### src/hdl/vna_pkg.sv
// ----------------------------------------------------------------------------
// Vertex normal accumulator package
// Shared types, codes and widths for the vertex normal accumulator.
// ----------------------------------------------------------------------------
package vna_pkg;

    localparam int IDX_W                = 10;
    localparam int DEFAULT_VERTEX_COUNT = 1024;
    localparam int DEFAULT_COORD_BITS   = 16;
    localparam int SUM_W                = 24;
    localparam int NORM_W               = 16;
    localparam int QUO_W                = 15;
    localparam int NUM_W                = 46;
    localparam int ROOT_W               = 32;
    localparam int RAD_W                = 64;
    localparam int MUL_W                = 32;
    localparam int UNIT_SHIFT           = 14;
    localparam int IN_DATA_W            = 80;
    localparam int OUT_DATA_W           = 48;

    localparam logic [1:0] OP_WRITE    = 2'd0;
    localparam logic [1:0] OP_TRIANGLE = 2'd1;
    localparam logic [1:0] OP_READ     = 2'd2;

    typedef enum logic [4:0] {
        S_CLEAR,
        S_IDLE,
        S_PRD_A,
        S_PRD_B,
        S_PRD_C,
        S_EDGE,
        S_CROSS,
        S_CMAG,
        S_RRD,
        S_RLD,
        S_NSCALE,
        S_NSQ,
        S_SQ_GO,
        S_SQ_WAIT,
        S_DV_GO,
        S_DV_WAIT,
        S_FIN,
        S_RMW_RD,
        S_RMW_WR,
        S_OUT
    } t_state;

    typedef struct packed {
        logic start;
    } t_iter_ctl;

    typedef struct packed {
        logic busy;
        logic done;
    } t_iter_sts;

endpackage

### src/hdl/vna_mul.sv
// ----------------------------------------------------------------------------
// Shared multiplier
// Signed 32 by 32 multiplier with a registered product.
// ----------------------------------------------------------------------------
module vna_mul
    import vna_pkg::*;
(
    input  logic                        i_clk,
    input  logic signed [MUL_W-1:0]     i_op_a,
    input  logic signed [MUL_W-1:0]     i_op_b,
    output logic signed [2*MUL_W-1:0]   o_prod
);

    logic signed [2*MUL_W-1:0] r_prod;

    always_ff @(posedge i_clk) begin
        r_prod <= i_op_a * i_op_b;
    end

    assign o_prod = r_prod;

endmodule

### config.mk
export PLATFORM = sky130hd
export DESIGN_NAME = vna_mul
export DESIGN_NICKNAME = d
export VERILOG_FILES = /design/src/hdl/vna_pkg.sv /design/src/hdl/vna_mul.sv
export SDC_FILE = /design/constraint.sdc
export NUM_CORES = 2
export LEC_CHECK = 0
export BUFFER_PORTS_ARGS = -buffer_cell sky130_fd_sc_hd__buf_4
export CORE_ASPECT_RATIO = 0.9
export CORE_MARGIN = 5
export CORE_UTILIZATION = 60
export DETAILED_ROUTE_END_ITERATION = 8
export GPL_TIMING_DRIVEN = 0
export MAX_ROUTING_LAYER = met4
export PLACE_DENSITY = 0.84
export REMOVE_ABC_BUFFERS = 1
export SYNTH_ARGS = -nofsm -noshare
export SYNTH_HDL_FRONTEND = slang
export SYNTH_SLANG_ARGS = --single-unit
### constraint.sdc
create_clock -name i_clk -period 8.3 [get_ports i_clk]
set_input_delay 0.83 -clock i_clk [delete_from_list [all_inputs] [get_ports i_clk]]
set_output_delay 0.83 -clock i_clk [all_outputs]
set_load 0.02 [all_outputs]
# After elaboration in Yosys (flattened, before gate mapping)
# Cells that the tools add are included.
[word_totals]
out_inout_bits = 64
in_bits = 65
regBits = 64
[op_classes]
multipliers = 1
[ops]
columns = ["op", "n"]
rows = [
  ["$mul A32 B32 Y64", 1],
]

# Depth between registers and ports, before layout
[logic_depth]
depth_word = 1
ltp_mapped = 28
depth_no_buf = 27

# Worst setup path after synthesis
# OpenSTA, ideal clock, no wires.
[synth_path]
path_kind = "input to register"
startpoint = "input i_op_b[2]"
endpoint = "register r_prod[62] (netlist: o_prod[62])"
t_arrival_ns = 8.019
setup_ns = 0.072
path_slack_ns = 0.209
stages = 24
path_buffers = 1
path_cell_list = "clkbuf_1 -> nand2_1 -> inv_1 -> fa_1 -> fa_1 -> fa_1 -> fa_1 -> inv_1 -> fa_1 -> inv_1 -> fa_1 -> inv_1 -> fa_1 -> inv_1 -> fa_1 -> ha_1 -> and3_1 -> nand2_1 -> or3_1 -> o22a_1 -> o211ai_1 -> a31oi_1 -> o31ai_1 -> xor2_1"
[synth_via]
elab_chain_len = 1
[synth_rtl]
columns = ["item", "line_no", "text"]
rows = [
  ["start: declaration", "vna_mul.sv:10", "input logic signed [MUL_W-1:0] i_op_b,"],
  ["$mul A32 B32 Y64", "vna_mul.sv:17", "r_prod <= i_op_a * i_op_b;"],
  ["end signal: assignment", "vna_mul.sv:17", ""],
  ["end: declaration", "vna_mul.sv:14", "logic signed [2*MUL_W-1:0] r_prod;"],
]
# No other way between the ends.

# Final worst setup path
[layout_path]
startpoint = "input i_op_a[9]"
endpoint = "register r_prod[61] (netlist: o_prod[61])"
[layout_via]
elab_chain_len = 1
[layout_rtl]
columns = ["item", "line_no", "text"]
rows = [
  ["start: declaration", "vna_mul.sv:9", "input logic signed [MUL_W-1:0] i_op_a,"],
  ["$mul A32 B32 Y64", "vna_mul.sv:17", ""],
]
# No other way between the ends.

==> results.md <==
* Status: finished clean
* Non-filler cells, final at 4,638
* Final Hold Vio Count at 0
* Total track usage at 29.9%
* Antenna violations before repair at 1
* Synth Flop Type: dfxtp_1
* WL met2 at 44,500 um
* Largest area contributor in the netlist: fa_1
* Root Driver: clkbuf_16
* Nets at 5,171
* Detailed Route WL at 92,700 um
* Post-DR wirelength/cell at 20.0 um
* TritonCTS Sinks at 64
* Fillcell total at 4,625
* Clk buf depth at 2
* Data required, critical path at 8.57 ns
* Overall die width at 273 um
* Share of flip-flops with an asynchronous set or reset at 0%
* Crit path DAT at 8.39 ns
* Mean Syn Cell Area at 9.59 um^2
* Share of layout cells above drive strength 1 at 5.25%
* Yosys cell types at 63
* ANT nets after route at 0
* Vias in the first global route at 29,900
* CP most frequent cell: fa_1
* Hold_buf cts at 0
* Post-route DRC at 0
* Die height at 246 um
* CP max-delay cell: fa_1
* Maximum Capacitance Violations at 0
* Core ar. at 61,300 um^2
* DP HPWL at 74,700 um
* First-pass GRT wire length at 155,000 um
* Layout area overhead at 4.95%
* Highest metal used: met4
* Clk slew on worst S/H paths at 0.06 ns
* WHS Path Cells at 2
* Worst Max-Slew Pin Slew at 0.743 ns
* Max-slew headroom at 50.4%
* Synth top area share at 58.2%
* Largest net degree at the start of global routing at 33
* Placed instance count at 4,604
* Number of flip-flops in the largest register at 64
* Synth area leaders: fa_1 58%, inv_1 9.6%, and2_1 8.7%, ha_1 6.2%, nand2_1 5.2%
* Final setup vio count at 0
* Congestion Overflow GR at 0
* Path category of the worst min-delay check: input port to flop
* Syn. warnings at 0
* CP max FO at 32
* EDFF count, synth at 0
* Worst path bufs/invs at 6
* Critical Path Sink Type: flop
* Yosys reg bits at 64
* Gpl congestion at 0.911
* Met1 wire length at 37,300 um
* Via count at 26,100
* Max-slew violations at 0
* Family with the most delay on the worst path: adder cells
* Cts bufs inserted at 9
* Initial core utilization at 60.7%
* # H-tree levels at 3
* Startpoint types: input port
* Max incr delay on CP at 0.56 ns
* Register area share after synthesis at 3.44%
* WHS at 0.996 ns
* 1st-iter DRT viols at 2,007
* First-pass detailed-route iteration total at 5
* CP Class: input port to flop
* Rows at 86
* IO Count at 129
* I/O Buffers at 128
* Via/cell ratio at 5.63
* Final min period at 8.12 ns
* CTS tree: done
* Fin crit share at 97.9%
* Synth Instances at 3,884
* Die footprint at 67,200 um^2
* F_max at 0.123 GHz
* Synth Cell Area at 37,200 um^2
* Metal3 WL at 9020 um
* Crit path depth at 26
[through the flow]
stage	instance area [um^2]	setup WS (ns)	setup TNS [ns]	util [%]
6_report	39100	0.178	0	63.7
5_1_grt	39100	-0.000170	-0.000170	63.7
4_1_cts	38900	0.0601	0	63.4
3_5_place_dp	38400	-0.990	-7.72	62.7
2_1_floorplan	36500	0.438	0	-
3_3_place_gp	38400	-0.848	-6.16	62.7
[cells in the mapped netlist, drive strengths merged (13+ instances only)]
cell type and number:
xor2 22, fa 1082, inv 952, dfxtp 64, a21oi 68, nor2 42, and2 516, xnor2 53
o21ai 31, o21bai 15, a21o 25, nand3 15, nand2 511, a31oi 13, clkbuf 195, ha 184
[cell families after synthesis]
kind of cell | count (synthesis) | share of synthesized area, %
buffers and inverters | 1152 | 11.6
flip-flops | 64 | 3.44
XOR/XNOR | 75 | 1.76
AO/OA/AOI/OAI | 193 | 3.46
adder cells (fa/ha/maj) | 1266 | 64.3
AND/OR/NAND/NOR | 1134 | 15.4
[placed cells by master, fill, tap and decap left out, types with 16 or more instances in the layout]
cell type | netlist | routed
fa_1 | 1082 | 1077
and2_1 | 516 | 516
dfxtp_1 | 64 | 64
buf_6 | 0 | 16
xor2_1 | 22 | 22
inv_1 | 952 | 947
ha_1 | 184 | 182
nand2_1 | 511 | 511
a21o_1 | 23 | 23
a21oi_1 | 68 | 68
buf_4 | 0 | 121
o21ai_0 | 28 | 28
xnor2_1 | 53 | 53
nor2_1 | 42 | 40
[final timing paths]
path,startpoint,end,slack [ns]
setup / recovery,i_op_a[9],o_prod[61]$_DFF_P_,0.18
hold / removal,i_op_a[0],o_prod[0]$_DFF_P_,1.0
[routing by layer]
layer,vias to the layer above,global-route usage (%)
met3,168,6.11
li1,10900,-
met1,13700,40.7
met2,1339,47.3
met5,-,-
met4,0,6.99
[what timing repair did]
item / CTS / global route
buffers inserted: 8 / 8
setup endpoints to repair: 11 / 11
pin swaps: 2 / 4
resized for setup: 9 / 37
gates cloned: 1 / 0
[cell type report]
type                    instances  area, um^2  area share (%)
repair buffers                144        1200            3.08
diodes                          1        2.50         0.00640
multi-input cells            2668       31700            81.1
well taps                     792         991            2.54
repair inverters                1        7.51          0.0192
clock inverters                 7         103           0.263
clock buffers                   9         225           0.576
inverters                     952        3580            9.17
flip-flops and latches         64        1280            3.28
Power is left out: the tool's default activity adds up to more than one toggle a clock period on the data nets, which glitch-free logic cannot reach.
