**src/hdl/vna_pkg.sv**
```systemverilog
// ----------------------------------------------------------------------------
// Vertex normal accumulator package
// Shared types, codes and widths for the vertex normal accumulator.
// ----------------------------------------------------------------------------
package vna_pkg;

    localparam int IDX_W                = 10;
    localparam int DEFAULT_VERTEX_COUNT = 1024;
    localparam int DEFAULT_COORD_BITS   = 16;
    localparam int SUM_W                = 24;
    localparam int NORM_W               = 16;
    localparam int QUO_W                = 15;
    localparam int NUM_W                = 46;
    localparam int ROOT_W               = 32;
    localparam int RAD_W                = 64;
    localparam int MUL_W                = 32;
    localparam int UNIT_SHIFT           = 14;
    localparam int IN_DATA_W            = 80;
    localparam int OUT_DATA_W           = 48;

    localparam logic [1:0] OP_WRITE    = 2'd0;
    localparam logic [1:0] OP_TRIANGLE = 2'd1;
    localparam logic [1:0] OP_READ     = 2'd2;

    typedef enum logic [4:0] {
        S_CLEAR,
        S_IDLE,
        S_PRD_A,
        S_PRD_B,
        S_PRD_C,
        S_EDGE,
        S_CROSS,
        S_CMAG,
        S_RRD,
        S_RLD,
        S_NSCALE,
        S_NSQ,
        S_SQ_GO,
        S_SQ_WAIT,
        S_DV_GO,
        S_DV_WAIT,
        S_FIN,
        S_RMW_RD,
        S_RMW_WR,
        S_OUT
    } t_state;

    typedef struct packed {
        logic start;
    } t_iter_ctl;

    typedef struct packed {
        logic busy;
        logic done;
    } t_iter_sts;

endpackage

```
**src/hdl/vna_div.sv**
```systemverilog
// ----------------------------------------------------------------------------
// Iterative divider
// Restoring division giving a 15-bit quotient, one bit per cycle.
// ----------------------------------------------------------------------------
module vna_div
    import vna_pkg::*;
(
    input  logic                i_clk,
    input  logic                i_rst_n,
    input  t_iter_ctl           i_ctl,
    input  logic [NUM_W-1:0]    i_num,
    input  logic [ROOT_W-1:0]   i_den,
    output t_iter_sts           o_sts,
    output logic [QUO_W-1:0]    o_quo
);

    localparam int CNT_W = $clog2(QUO_W);

    logic             r_busy;
    logic             r_done;
    logic [CNT_W-1:0] r_cnt;
    logic [NUM_W-1:0] r_rem;
    logic [NUM_W-1:0] r_den;
    logic [QUO_W-1:0] r_quo;

    always_ff @(posedge i_clk) begin
        if (!i_rst_n) begin
            r_busy <= 1'b0;
            r_done <= 1'b0;
            r_cnt  <= '0;
        end else begin
            r_done <= 1'b0;
            if (i_ctl.start) begin
                r_busy <= 1'b1;
                r_cnt  <= '0;
            end else if (r_busy) begin
                r_cnt <= r_cnt + CNT_W'(1);
                if (r_cnt == CNT_W'(QUO_W - 1)) begin
                    r_busy <= 1'b0;
                    r_done <= 1'b1;
                end
            end
        end
    end

    always_ff @(posedge i_clk) begin
        if (i_ctl.start) begin
            r_rem <= i_num;
            r_den <= NUM_W'(i_den) << (QUO_W - 1);
            r_quo <= '0;
        end else if (r_busy) begin
            if (r_rem >= r_den) begin
                r_rem <= r_rem - r_den;
                r_quo <= {r_quo[QUO_W-2:0], 1'b1};
            end else begin
                r_quo <= {r_quo[QUO_W-2:0], 1'b0};
            end
            r_den <= r_den >> 1;
        end
    end

    assign o_sts.busy = r_busy;
    assign o_sts.done = r_done;
    assign o_quo      = r_quo;

endmodule

```
**config.mk**
```make
export PLATFORM = sky130hd
export DESIGN_NAME = vna_div
export DESIGN_NICKNAME = d
export VERILOG_FILES = /design/src/hdl/vna_pkg.sv /design/src/hdl/vna_div.sv
export SDC_FILE = /design/constraint.sdc
export NUM_CORES = 1
export LEC_CHECK = 0
export BUFFER_PORTS_ARGS = -buffer_cell sky130_fd_sc_hd__buf_2
export CAP_MARGIN = 30
export CORE_MARGIN = 3
export CORE_UTILIZATION = 59
export DETAILED_ROUTE_END_ITERATION = 10
export PLACE_DENSITY_LB_ADDON = 0.3
export SLEW_MARGIN = 20
export SYNTH_ARGS = -nofsm -noshare
export SYNTH_HDL_FRONTEND = slang
export SYNTH_SLANG_ARGS = --single-unit
export TNS_END_PERCENT = 100
```
**constraint.sdc**
```tcl
create_clock -name i_clk -period 5.7 [get_ports i_clk]
set_clock_uncertainty 0.1 [all_clocks]
set_input_delay 0.57 -clock i_clk [delete_from_list [all_inputs] [get_ports i_clk]]
set_output_delay 0.57 -clock i_clk [all_outputs]
set_load 0.02 [all_outputs]
```
; ---- Word-level counts from Yosys, hierarchy flattened
; Index checks and enable logic that the tools add are counted.
[totals]
register_bits = 113
latchBits = 0
mem_bits_rw = 0
mem_bits_ro = 0
out_inout_bits = 17
mem_count = 0
[classes]
add_sub_neg = 2
mul = 0
div_mod_pow = 0
order_cmp = 1
eq_ne = 1
shift = 0
muxes = 10
bitwise = 2
n_reduce_logical = 5
[ops]
columns = operator, n
row1 = $mux 46, 5
row2 = $ge 46x46->1, 1
row3 = $sub 46x46->46, 1
row4 = $mux 1, 5
row5 = $add 4x1->4 const B, 1
row6 = $eq 4x4->1 const B, 1
row7 = $reduce_bool 2->1, 2
row8 = $reduce_or 3->1, 1
row9 = $not 1->1, 2
row10 = $reduce_and 2->1, 1
row11 = $reduce_or 2->1, 1

; ---- Depth between registers and ports, before layout
[depth]
word_depth = 4
mapped_depth = 11

; ---- Least setup slack after synthesis
; Ideal clock, no wire load.
[synth_timing]
kind = reg-to-reg
startpoint = register r_rem[0]
endpoint = register r_rem[0] (enable)
setup_ns = 0.477
arrival_ns = 4.595
required_time_ns = 5.123
setup_slack_ns = 0.528
path_stages_with_launch = 12
path_buffers = 0
path_cell_list = edfxtp_1 inv_1 ha_1 fa_1 and2b_1 o2111ai_1 a21oi_2 o21ai_2 nand4_1 and3_1 o21bai_1 a31oi_1
[synth_via]
elab_chain_cells = 3
[synth_rtl]
columns = element, line
row1 = from (decl), vna_div.sv:22  ; logic [NUM_W-1:0] r_rem;
row2 = from (signal assigned), vna_div.sv:48  ; r_rem <= i_num;
row3 = from (signal assigned), vna_div.sv:53  ; r_rem <= r_rem - r_den;
row4 = $ge 46x46->1, vna_div.sv:52  ; if (r_rem >= r_den) begin
row5 = $reduce_bool 2->1 (no source line), n/a
row6 = $reduce_and 2->1 (no source line), n/a
; No other way between the ends.
; A chain may end at the register's enable or synchronous reset.

; ---- Worst setup path in the final report
[layout_timing]
startpoint = register r_rem[0]
endpoint = register r_rem[5] (enable)
; The elaborated chain is that of the path after synthesis.

==> impl_summary.log <==
[metrics] Worst EP required: 5.67 ns
[metrics] remaining antenna violation count: 0
[metrics] Die X-Extent: 119 µm
[metrics] vertical extent of the die: 119 µm
[metrics] startpoint of the most critical setup path: r_rem[0]
[metrics] Final Hold Violating Endpoints: 0
[metrics] Site Rows: 40
[metrics] Leak: 3.73 nW
[metrics] synthesized area per cell: 9.02 µm²
[metrics] sequential cell area fraction in the yosys report: 40.3%
[metrics] Synthesized Nets: 968
[metrics] final wirelength: 18.3 mm
[metrics] boundary pin count: 98
[metrics] clock slew at the register clock pins of the worst setup and hold paths: 0.06 ns
[metrics] drt wl/cell: 16.8 µm
[metrics] final setup vio count: 0
[metrics] TritonCTS clock tree: built
[metrics] cell taking the most area after synthesis: edfxtp_1
[metrics] total iterations of the first detailed-routing run: 5
[metrics] highest ir drop seen on vdd: 249 µV
[metrics] sum of internal, switching and leakage power: 3.68 mW
[metrics] Commonest cells post-synth: 112 x nand2_1, 78 x edfxtp_1, 71 x nor2_1
[metrics] cell count after synthesis: 838
[metrics] RePlAce Congestion: 0.940
[metrics] violation count after the first detailed-route iteration: 546
[metrics] initial cell density of the core: 61.7%
[metrics] Overflow after GRT: 0
[metrics] Main synth FF type: edfxtp_1
[metrics] worst max-slew margin expressed relative to the limit: 49.3%
[metrics] final core area utilization: 71.4%
[metrics] number of levels in the clock H-tree: 4
[metrics] Post-CTS Hold Buffers: 0
[metrics] Data arrival, critical path: 4.02 ns
[metrics] via density per instance: 5.96
[metrics] number of placed instances, taps included: 1062
[metrics] path type of the worst min-delay path: input pin to flip-flop
[metrics] Tcrit/Tclk final: 70.9%
[metrics] number of synthesized flops with an enable pin: 78
[metrics] global-route wire length before repair: 30.4 mm
[metrics] via count of the first global-routing pass: 6378
[metrics] FF+latch count, synth: 113
[metrics] fraction of registers with async set or reset after synthesis: 0%
[metrics] Clock Sink Count: 113
[metrics] Synth-to-Final Area Change: 15.8%
[metrics] antenna diode count: 0
[metrics] min-delay src: i_rst_n
[metrics] Core Region: 12300 µm²
[metrics] total negative setup slack: 0 ns
[metrics] post-detailed-placement half-perimeter wirelength: 12.9 mm
[metrics] global-route usage over all layers: 26.3%
[metrics] Ys Warns: 0
[metrics] Setup crit end kind: flip-flop
[metrics] share of layout cells above drive strength 1: 17.7%
[metrics] final routed DRC violation total: 0
[metrics] max-cap violation count: 0
[metrics] number of buffers added by the clock tree synthesis step: 17
[metrics] maximum operating frequency: 247 MHz
[metrics] Cell Pwr Density: 421 nW/µm²
[metrics] unrepaired setup endpoints after global routing: no
[metrics] Resized cells post-CTS: 0
[metrics] CP peak stage delay: 0.66 ns
[metrics] CP Max Fanout: 27
[metrics] postcts setup bufs: 0
[metrics] slew of the pin with the lowest slew margin: 0.760 ns
[metrics] worst-skew pair later-pin latency: 0.42 ns
[metrics] area of the die: 14200 µm²
[metrics] maximum root-to-sink buffer count: 2
[metrics] cell types with the largest area share after synthesis: edfxtp_1 31%, dfxtp_1 9.3%, ha_1 7.9%, nand2_1 5.6%, o31ai_1 4.1%
[metrics] NumNets Final: 1043
[metrics] Non-Filler Instances: 1094
[metrics] largest net degree at the start of global routing: 72
[metrics] cell-by-cell listing of the critical path: inv_1, ha_1, fa_1, and2b_1, o2111ai_1, a21oi_2, o21ai_2, nand4_1, and3_1, o21bai_1, a31oi_4, buf_4
[metrics] startpoint of the worst-slack reg-to-reg timing path: r_rem[0]
[metrics] kind of start point of the critical path: flip-flop
[metrics] area share of the largest cell type after synthesis: 31.0%
[metrics] number of buffers added on ports: 97
[metrics] Synth cell types: 76
[metrics] result of the run: finished, final reports clean
[metrics] Setup Crit Path Kind: flip-flop to flip-flop
[metrics] buffer type at the clock tree root: clkbuf_16
[metrics] most frequent cell after synthesis: nand2_1
[metrics] cell at the slowest stage of the critical path: a31oi_4
[metrics] cell area after technology mapping: 7560 µm²
[metrics] number of slew-limit violations in the final report: 0
[metrics] antenna violations before repair: 0
[metrics] post-layout minimum cycle time: 4.04 ns
[metrics] detailed-route via count: 6517
==> through the flow <==
| step | setup slack [ns] | instance area, µm² | hold WS [ns] |
|---|---|---|---|
| global route | 1.47 | 8750 | 0.322 |
| CTS | 1.67 | 8750 | 0.276 |
| detailed placement | 1.75 | 8130 | 0.394 |
| global placement | 1.92 | 8100 | 0.377 |
| floorplan | 0.528 | 7560 | 0.362 |
| finish | 1.66 | 8750 | 0.284 |
==> kinds of logic after synthesis <==
family | after synthesis | share of synthesized area, %
flops | 113 | 40.3
buf+inv | 109 | 5.84
mux | 30 | 3.99
compound gates | 236 | 21.5
simple gates | 269 | 16.6
fa+ha+maj | 49 | 8.21
xor+xnor | 32 | 3.71
==> path summary, 6_finish.rpt <==
path                    to  slack [ns]  depth (start not counted)
hold / removal      r_busy        0.28                          2
setup reg to reg  r_rem[5]        1.66                         12
hold reg to reg     r_done        0.40                          2
setup / recovery  r_rem[5]        1.66                         12
==> sequential cells by signal, summed over array words and instances (netlist names) <==
| name | flops |
|---|---|
| o_quo | 15 |
| r_busy | 1 |
| r_cnt | 4 |
| r_den | 46 |
| r_done | 1 |
| r_rem | 46 |
==> final cells by class <==
class                           count  area (µm²)
Clock buffer                       23         564
Inverter                           62         233
Multi-Input combinational cell    616        4090
Sequential cell                   113        3040
Clock inverter                      9        58.8
Fill cell                         934        3510
Timing Repair Buffer              103         553
Tap cell                          168         210
==> critical path: cells and delay by family, from the launching register on <==
kind | cells | cell delay, ns
compound gates | 5 | 1.40
flops | 1 | 0.31
fa+ha+maj | 2 | 0.63
simple gates | 3 | 0.70
buf+inv | 2 | 0.54
==> where the power goes <==
part           leakage [nW]  internal (mW)  switching (mW)
registers              1.07           1.05          0.0408
clock network         0.312          0.696           0.389
logic                  2.34          0.580           0.925
total                  3.73           2.33            1.35
==> routing by layer <==
metal | up-vias | global-route usage, % | share of wire, %
met2 | 249 | 41.4 | 46
met1 | 3042 | 35.2 | 45
met4 | 0 | 11.2 | 2.4
li1 | 3189 | - | -
met3 | 37 | 5.56 | 6.7
met5 | - | 0 | 0
==> placed cells by master (no fill, tap or decap), drive strengths merged, types with 17 or more instances in the layout <==
cell type,instances
inv,65
mux2i,29
o31ai,42
a21o,26
ha,48
xnor2,17
clkbuf,23
dfxtp,35
buf,103
nor2,72
o21ai,56
nand2,112
edfxtp,78
a21oi,53
No activity file was read; power rests on OpenSTA's default activity.
