**src/hdl/vna_pkg.sv**
```systemverilog
// ----------------------------------------------------------------------------
// Vertex normal accumulator package
// Shared types, codes and widths for the vertex normal accumulator.
// ----------------------------------------------------------------------------
package vna_pkg;

    localparam int IDX_W                = 10;
    localparam int DEFAULT_VERTEX_COUNT = 1024;
    localparam int DEFAULT_COORD_BITS   = 16;
    localparam int SUM_W                = 24;
    localparam int NORM_W               = 16;
    localparam int QUO_W                = 15;
    localparam int NUM_W                = 46;
    localparam int ROOT_W               = 32;
    localparam int RAD_W                = 64;
    localparam int MUL_W                = 32;
    localparam int UNIT_SHIFT           = 14;
    localparam int IN_DATA_W            = 80;
    localparam int OUT_DATA_W           = 48;

    localparam logic [1:0] OP_WRITE    = 2'd0;
    localparam logic [1:0] OP_TRIANGLE = 2'd1;
    localparam logic [1:0] OP_READ     = 2'd2;

    typedef enum logic [4:0] {
        S_CLEAR,
        S_IDLE,
        S_PRD_A,
        S_PRD_B,
        S_PRD_C,
        S_EDGE,
        S_CROSS,
        S_CMAG,
        S_RRD,
        S_RLD,
        S_NSCALE,
        S_NSQ,
        S_SQ_GO,
        S_SQ_WAIT,
        S_DV_GO,
        S_DV_WAIT,
        S_FIN,
        S_RMW_RD,
        S_RMW_WR,
        S_OUT
    } t_state;

    typedef struct packed {
        logic start;
    } t_iter_ctl;

    typedef struct packed {
        logic busy;
        logic done;
    } t_iter_sts;

endpackage

```
**src/hdl/vna_isqrt.sv**
```systemverilog
// ----------------------------------------------------------------------------
// Iterative integer square root
// Floor square root of a 64-bit value, one result bit per cycle.
// ----------------------------------------------------------------------------
module vna_isqrt
    import vna_pkg::*;
(
    input  logic                i_clk,
    input  logic                i_rst_n,
    input  t_iter_ctl           i_ctl,
    input  logic [RAD_W-1:0]    i_radicand,
    output t_iter_sts           o_sts,
    output logic [ROOT_W-1:0]   o_root
);

    logic             r_busy;
    logic             r_done;
    logic [RAD_W-1:0] r_rem;
    logic [RAD_W-1:0] r_res;
    logic [RAD_W-1:0] r_bit;
    logic [RAD_W-1:0] trial;

    assign trial = r_res + r_bit;

    always_ff @(posedge i_clk) begin
        if (!i_rst_n) begin
            r_busy <= 1'b0;
            r_done <= 1'b0;
        end else begin
            r_done <= 1'b0;
            if (i_ctl.start) begin
                r_busy <= 1'b1;
            end else if (r_busy && r_bit == RAD_W'(1)) begin
                r_busy <= 1'b0;
                r_done <= 1'b1;
            end
        end
    end

    always_ff @(posedge i_clk) begin
        if (i_ctl.start) begin
            r_rem <= i_radicand;
            r_res <= '0;
            r_bit <= RAD_W'(1) << (RAD_W - 2);
        end else if (r_busy) begin
            if (r_rem >= trial) begin
                r_rem <= r_rem - trial;
                r_res <= (r_res >> 1) + r_bit;
            end else begin
                r_res <= r_res >> 1;
            end
            r_bit <= r_bit >> 2;
        end
    end

    assign o_sts.busy = r_busy;
    assign o_sts.done = r_done;
    assign o_root     = r_res[ROOT_W-1:0];

endmodule

```
**config.mk**
```make
export PLATFORM = sky130hd
export DESIGN_NAME = vna_isqrt
export DESIGN_NICKNAME = d
export VERILOG_FILES = /design/src/hdl/vna_pkg.sv /design/src/hdl/vna_isqrt.sv
export SDC_FILE = /design/constraint.sdc
export NUM_CORES = 1
export LEC_CHECK = 0
export ABC_AREA = 0
export BUFFER_PORTS_ARGS = -buffer_cell sky130_fd_sc_hd__clkbuf_2
export CAP_MARGIN = 30
export CORE_ASPECT_RATIO = 1.25
export CORE_MARGIN = 2
export CORE_UTILIZATION = 35
export DETAILED_ROUTE_END_ITERATION = 16
export PLACE_DENSITY = 0.61
export SLEW_MARGIN = 20
export SYNTH_ARGS = -nofsm -noshare
export SYNTH_HDL_FRONTEND = slang
export SYNTH_SLANG_ARGS = --single-unit
```
**constraint.sdc**
```tcl
create_clock -name i_clk -period 10.24 [get_ports i_clk]
set_clock_uncertainty 0.15 [all_clocks]
set_input_delay 1.536 -clock i_clk [delete_from_list [all_inputs] [get_ports i_clk]]
set_output_delay 1.536 -clock i_clk [all_outputs]
set_load 0.005 [all_outputs]
```
; ---- Word-level counts from Yosys, hierarchy flattened
; Cells that the tools add are included.
[word_totals]
reg_bits = 162
in_bits = 67
wordCells = 24
[op_classes]
add_sub_neg = 3
n_lt_le_gt_ge = 1
eq_ne = 1
mux = 7
n_bitwise = 1
reduce_logical = 6
[ops]
columns = op, n
row1 = $mux W64, 4
row2 = $add A63 B63 Y64, 1
row3 = $add A64 B63 Y64, 1
row4 = $ge A64 B64 Y1, 1
row5 = $sub A64 B64 Y64, 1
row6 = $eq A32 B1 Y1 const B, 1
row7 = $reduce_bool A2 Y1, 3
row8 = $mux W1, 3
row9 = $reduce_and A2 Y1, 1
row10 = $reduce_or A2 Y1, 1
row11 = $logic_and A1 B1 Y1, 1
row12 = $not A1 Y1, 1

; ---- Logic depth before layout (Yosys ltp)
[depth]
ltp_word = 5
ltp_mapped = 25
depth_no_buf = 23

; ---- Worst setup path after synthesis
; Ideal clock, no wire load.
[synth_path]
kind = flip-flop to flip-flop
startpoint = register r_res[2]
endpoint = register r_rem[0] (enable)
setup_ps = 574
arrival_time_ps = 8852
t_required_ps = 9516
path_slack_ps = 664
stages_incl_launch_ff = 23
path_buffers = 3
period_less_slack_ps = 9576
path_cell_list = dfxtp_1 > ha_1 > a31oi_1 > o21bai_1 > a31oi_1 > o21ai_1 > a2111oi_2 > o21ai_0 > nand2_1 > o21bai_1 > xnor2_1 > ha_1 > buf_2 > nand4_1 > or2_1 > nor2_1 > nand2_1 > a2111oi_2 > o31ai_2 > a21o_2 > buf_6 > buf_4 > o21ai_0
[synth_via]
elab_chain_len = 4
[synth_lines]
columns = item, line
row1 = "start, declared", vna_isqrt.sv:19  ; logic [RAD_W-1:0] r_res;
row2 = "start signal, assigned", vna_isqrt.sv:48  ; r_res <= (r_res >> 1) + r_bit;
row3 = "start signal, assigned", vna_isqrt.sv:50  ; r_res <= r_res >> 1;
row4 = $add A64 B63 Y64, vna_isqrt.sv:23  ; assign trial = r_res + r_bit;
row5 = $ge A64 B64 Y1, vna_isqrt.sv:46  ; if (r_rem >= trial) begin
row6 = $reduce_bool A2 Y1 (no source line), --
row7 = $reduce_and A2 Y1 (no source line), --
row8 = "end signal, assigned", vna_isqrt.sv:42  ; r_rem <= i_radicand;
row9 = "end signal, assigned", vna_isqrt.sv:47  ; r_rem <= r_rem - trial;
row10 = "end, declared", vna_isqrt.sv:18  ; logic [RAD_W-1:0] r_rem;
; No other way between the ends.
; A chain may end at the register's enable or synchronous reset.

; ---- Final worst setup path
[layout_path]
startpoint = register r_res[2]
endpoint = register r_rem[2] (enable)
; The elaborated chain is that of the path after synthesis.

==> results.py <==
metrics = {
    "layout": {
        "area_growth_pct": 7.64,
        "num_antenna_cells": 0,
        "finalNetCount": 2120,
        "mostFrequentLayoutCell": "nand2_1",
        "mostFrequentLayoutCells": "nand2_1, nor2_1, o21ai_0",
        "final_layout_size_suffix_gt1_share_pct": 9.77,
        "fin_area_um2": 16400,
    },
    "worst_setup_path": {
        "startpoint_type": "flip-flop",
        "worstPathArrival_ns": 6.91,
        "crit_required_ns": 10.19,
        "slowest_stage": "buf_4",
        "critPathTopFamily": "compound AO/OA/AOI/OAI gates",
        "path_buf_inv": 1,
        "ff2ff_setup_slack_ns": 3.28,
        "cp_max_fo": 48,
        "worstSetupEndpointType": "flip-flop",
        "slowest_delay_ns": 0.64,
        "worstPathCellList": "ha_1 -> a31oi_1 -> o21bai_1 -> a31oi_1 -> o21ai_1 -> a2111oi_2 -> o21ai_0 -> nand2_1 -> o21bai_1 -> xnor2_1 -> ha_1 -> nand4_1 -> or2_1 -> nor2_1 -> nand2_1 -> a2111oi_2 -> o31ai_2 -> a21o_2 -> o21ai_4 -> buf_4",
        "worstSetupPathType": "reg -> reg",
    },
    "detailed_routing": {
        "dr.pass1.iters": 5,
        "routed_wl_um": 46900,
        "wire_per_inst_um": 18.8,
        "top_layer_used": "met4",
        "via_count": 14500,
        "drt-initial-drc-count": 1026,
        "antenna_left": 0,
        "drt-met1-wl_um": 19200,
        "dr_wl_met3_um": 2250,
        "wl_met2_um": 23400,
        "detail_route.vias_per_cell": 5.78,
        "drc": 0,
    },
    "timing": {
        "fin_crit_sh_pct": 68.0,
        "setup_violations": 0,
        "slew_headroom_pct": 38.0,
        "hold_viol": 0,
        "drv_slew": 0,
        "fmax_ghz": 0.144,
        "worst_slack_ns": 3.28,
        "worst_slew_pin_slew_ns": 0.917,
        "rsz0062_at_grt": "false",
        "period_minus_slack_ns": 6.96,
        "fin_tns_setup_ns": 0,
    },
    "cts": {
        "ctsResizeCount": 0,
        "cts_sinks": 162,
        "cts.hold.buffers_added": 0,
        "cts_tree": "yes",
        "cts-buffers-inserted": 17,
        "h-tree-depth": 4,
        "path_clk_slew_ns": 0.06,
        "clockBufferDepth": 2,
        "post-cts-setup-buffers": 0,
        "clk-insertion-delay-late_ns": 0.47,
        "cts_root_buffer": "clkbuf_16",
    },
    "die": {
        "die-area_um2": 45200,
        "num_io_pins": 101,
        "rows": 85,
        "core_um2": 43100,
        "start_util_pct": 35.4,
        "dieWidth_um": 191,
        "fp.dieH_um": 237,
    },
    "min_path": {
        "hp-class": "reg -> reg",
    },
    "power": {
        "leakage_nw": 6.23,
        "irDropWorstVdd_uv": 149,
        "power_density_nw_per_um2": 277,
    },
    "synth": {
        "synth_warnings": 0,
        "yosys.area.top_type": "dfxtp_1",
        "yosys-top-cells-area": "dfxtp_1, edfxtp_1, ha_1, nand2_1, o21ai_0",
        "async_reset_ff_share_pct": 0,
        "synth.top_cell.area_share_pct": 12.9,
        "syn_area_per_cell_um2": 7.85,
        "ys_ff_latch": 162,
        "ys.flop_type": "dfxtp_1",
        "yosysUniqueCellTypes": 85,
        "syn_inst": 1941,
        "synth_area_um2": 15200,
        "synth-seq-area-share_pct": 25.5,
        "synth-edff-count": 64,
        "synth_fp_nets": 2139,
    },
    "global_routing": {
        "grt_overflow": 0,
        "antenna_found_initial": 0,
        "grt_pass1_vias": 14000,
        "grt_pass1_wl_um": 74100,
        "grtUsageTotal_pct": 20.7,
        "grt_max_degree": 149,
    },
    "run_status": {
        "status": "finished clean",
    },
    "flow_run": {
        "maxCapViolCount": 0,
    },
    "placed_design": {
        "io_buffer_count": 100,
        "dp_slack_ns": 3.29,
        "place_area_um2": 15800,
        "dp_hpwl_um": 35800,
        "gp_congestion": 0.914,
    },
}
==> metrics by stage <==
step	utilization [%]	hold WS [ns]	std cells	power, mW
after global placement	36.7	0.343	2467	3.82
after global routing	38.1	0.435	2500	4.90
after floorplan	-	0.328	1941	3.24
after CTS	38.0	0.383	2499	4.54
final	38.1	0.381	2500	4.54
after detailed placement	36.7	0.373	2467	3.85
==> layout make-up <==
type	count	area, µm²
fillers	4462	26700
multi-input cells	1588	10500
flip-flops and latches	162	3890
well taps	565	707
repair buffers	107	579
clock buffers	21	483
inverters	46	173
clock inverters	11	111
==> flip-flops by register name, summed over array words and instances (netlist names) <==
name / count
r_rem: 64
r_busy: 1
r_bit: 32
r_res: 64
r_done: 1
==> Yosys cell counts (all sizes together), types with 5 or more instances <==
cell type,instances
nor3,37
nand2,233
xnor2,74
nand2b,11
clkbuf,82
a21oi,129
a31o,15
nor2,174
a21boi,9
nor4,13
or3,23
nand3,30
o221ai,5
a311oi,19
inv,45
and4,10
o21a,14
nand4,53
o311ai,7
buf,63
a211oi,28
nor2b,19
a221oi,13
and3,8
mux2i,40
dfxtp,98
xor2,67
a21o,55
and2,12
o22ai,7
ha,130
edfxtp,64
o21bai,33
o31ai,9
o31a,5
o211ai,11
or2,9
a31oi,64
o21ai,176
==> power breakdown <==
group | internal (mW) | switching, mW | total, mW | leakage, nW
clock network | 0.369 | 0.303 | 0.671 | 0.291
registers | 0.917 | 0.172 | 1.09 | 1.44
logic | 1.06 | 1.73 | 2.78 | 4.50
total | 2.34 | 2.20 | 4.54 | 6.23
==> metal layers <==
layer  vias to the layer above  GRT usage, %
li1                       7104             -
met1                      6850          24.3
met2                       397          36.3
met3                       108          2.83
met4                         0          10.6
met5                         -             0
==> logic make-up (layout without fill, tap and decap cells) <==
| logic type | after synthesis | in the layout | synth area share [%] |
|---|---|---|---|
| buf+inv | 191 | 185 | 5.99 |
| xor+xnor | 141 | 141 | 8.10 |
| compound gates | 630 | 630 | 27.1 |
| simple gates | 642 | 642 | 19.6 |
| mux | 44 | 44 | 2.92 |
| flops | 162 | 162 | 25.5 |
| fa+ha+maj | 131 | 131 | 10.8 |
==> final timing paths <==
check / startpoint / end / depth (start not counted)
max: r_res[2]$_SDFFE_PP0P_ / r_rem[2]$_DFFE_PP_ / 20
max reg2reg: r_res[2]$_SDFFE_PP0P_ / r_rem[2]$_DFFE_PP_ / 20
min: r_res[0]$_SDFFE_PP0P_ / r_res[0]$_SDFFE_PP0P_ / 2
min reg2reg: r_res[0]$_SDFFE_PP0P_ / r_res[0]$_SDFFE_PP0P_ / 2
==> tightest hold or removal path, stage by stage, from the launching register on <==
cell and delay [ns]:
dfxtp_1 0.33, nor2_1 0.10, a311oi_1 0.06
Power figures use the tool's default switching activity.
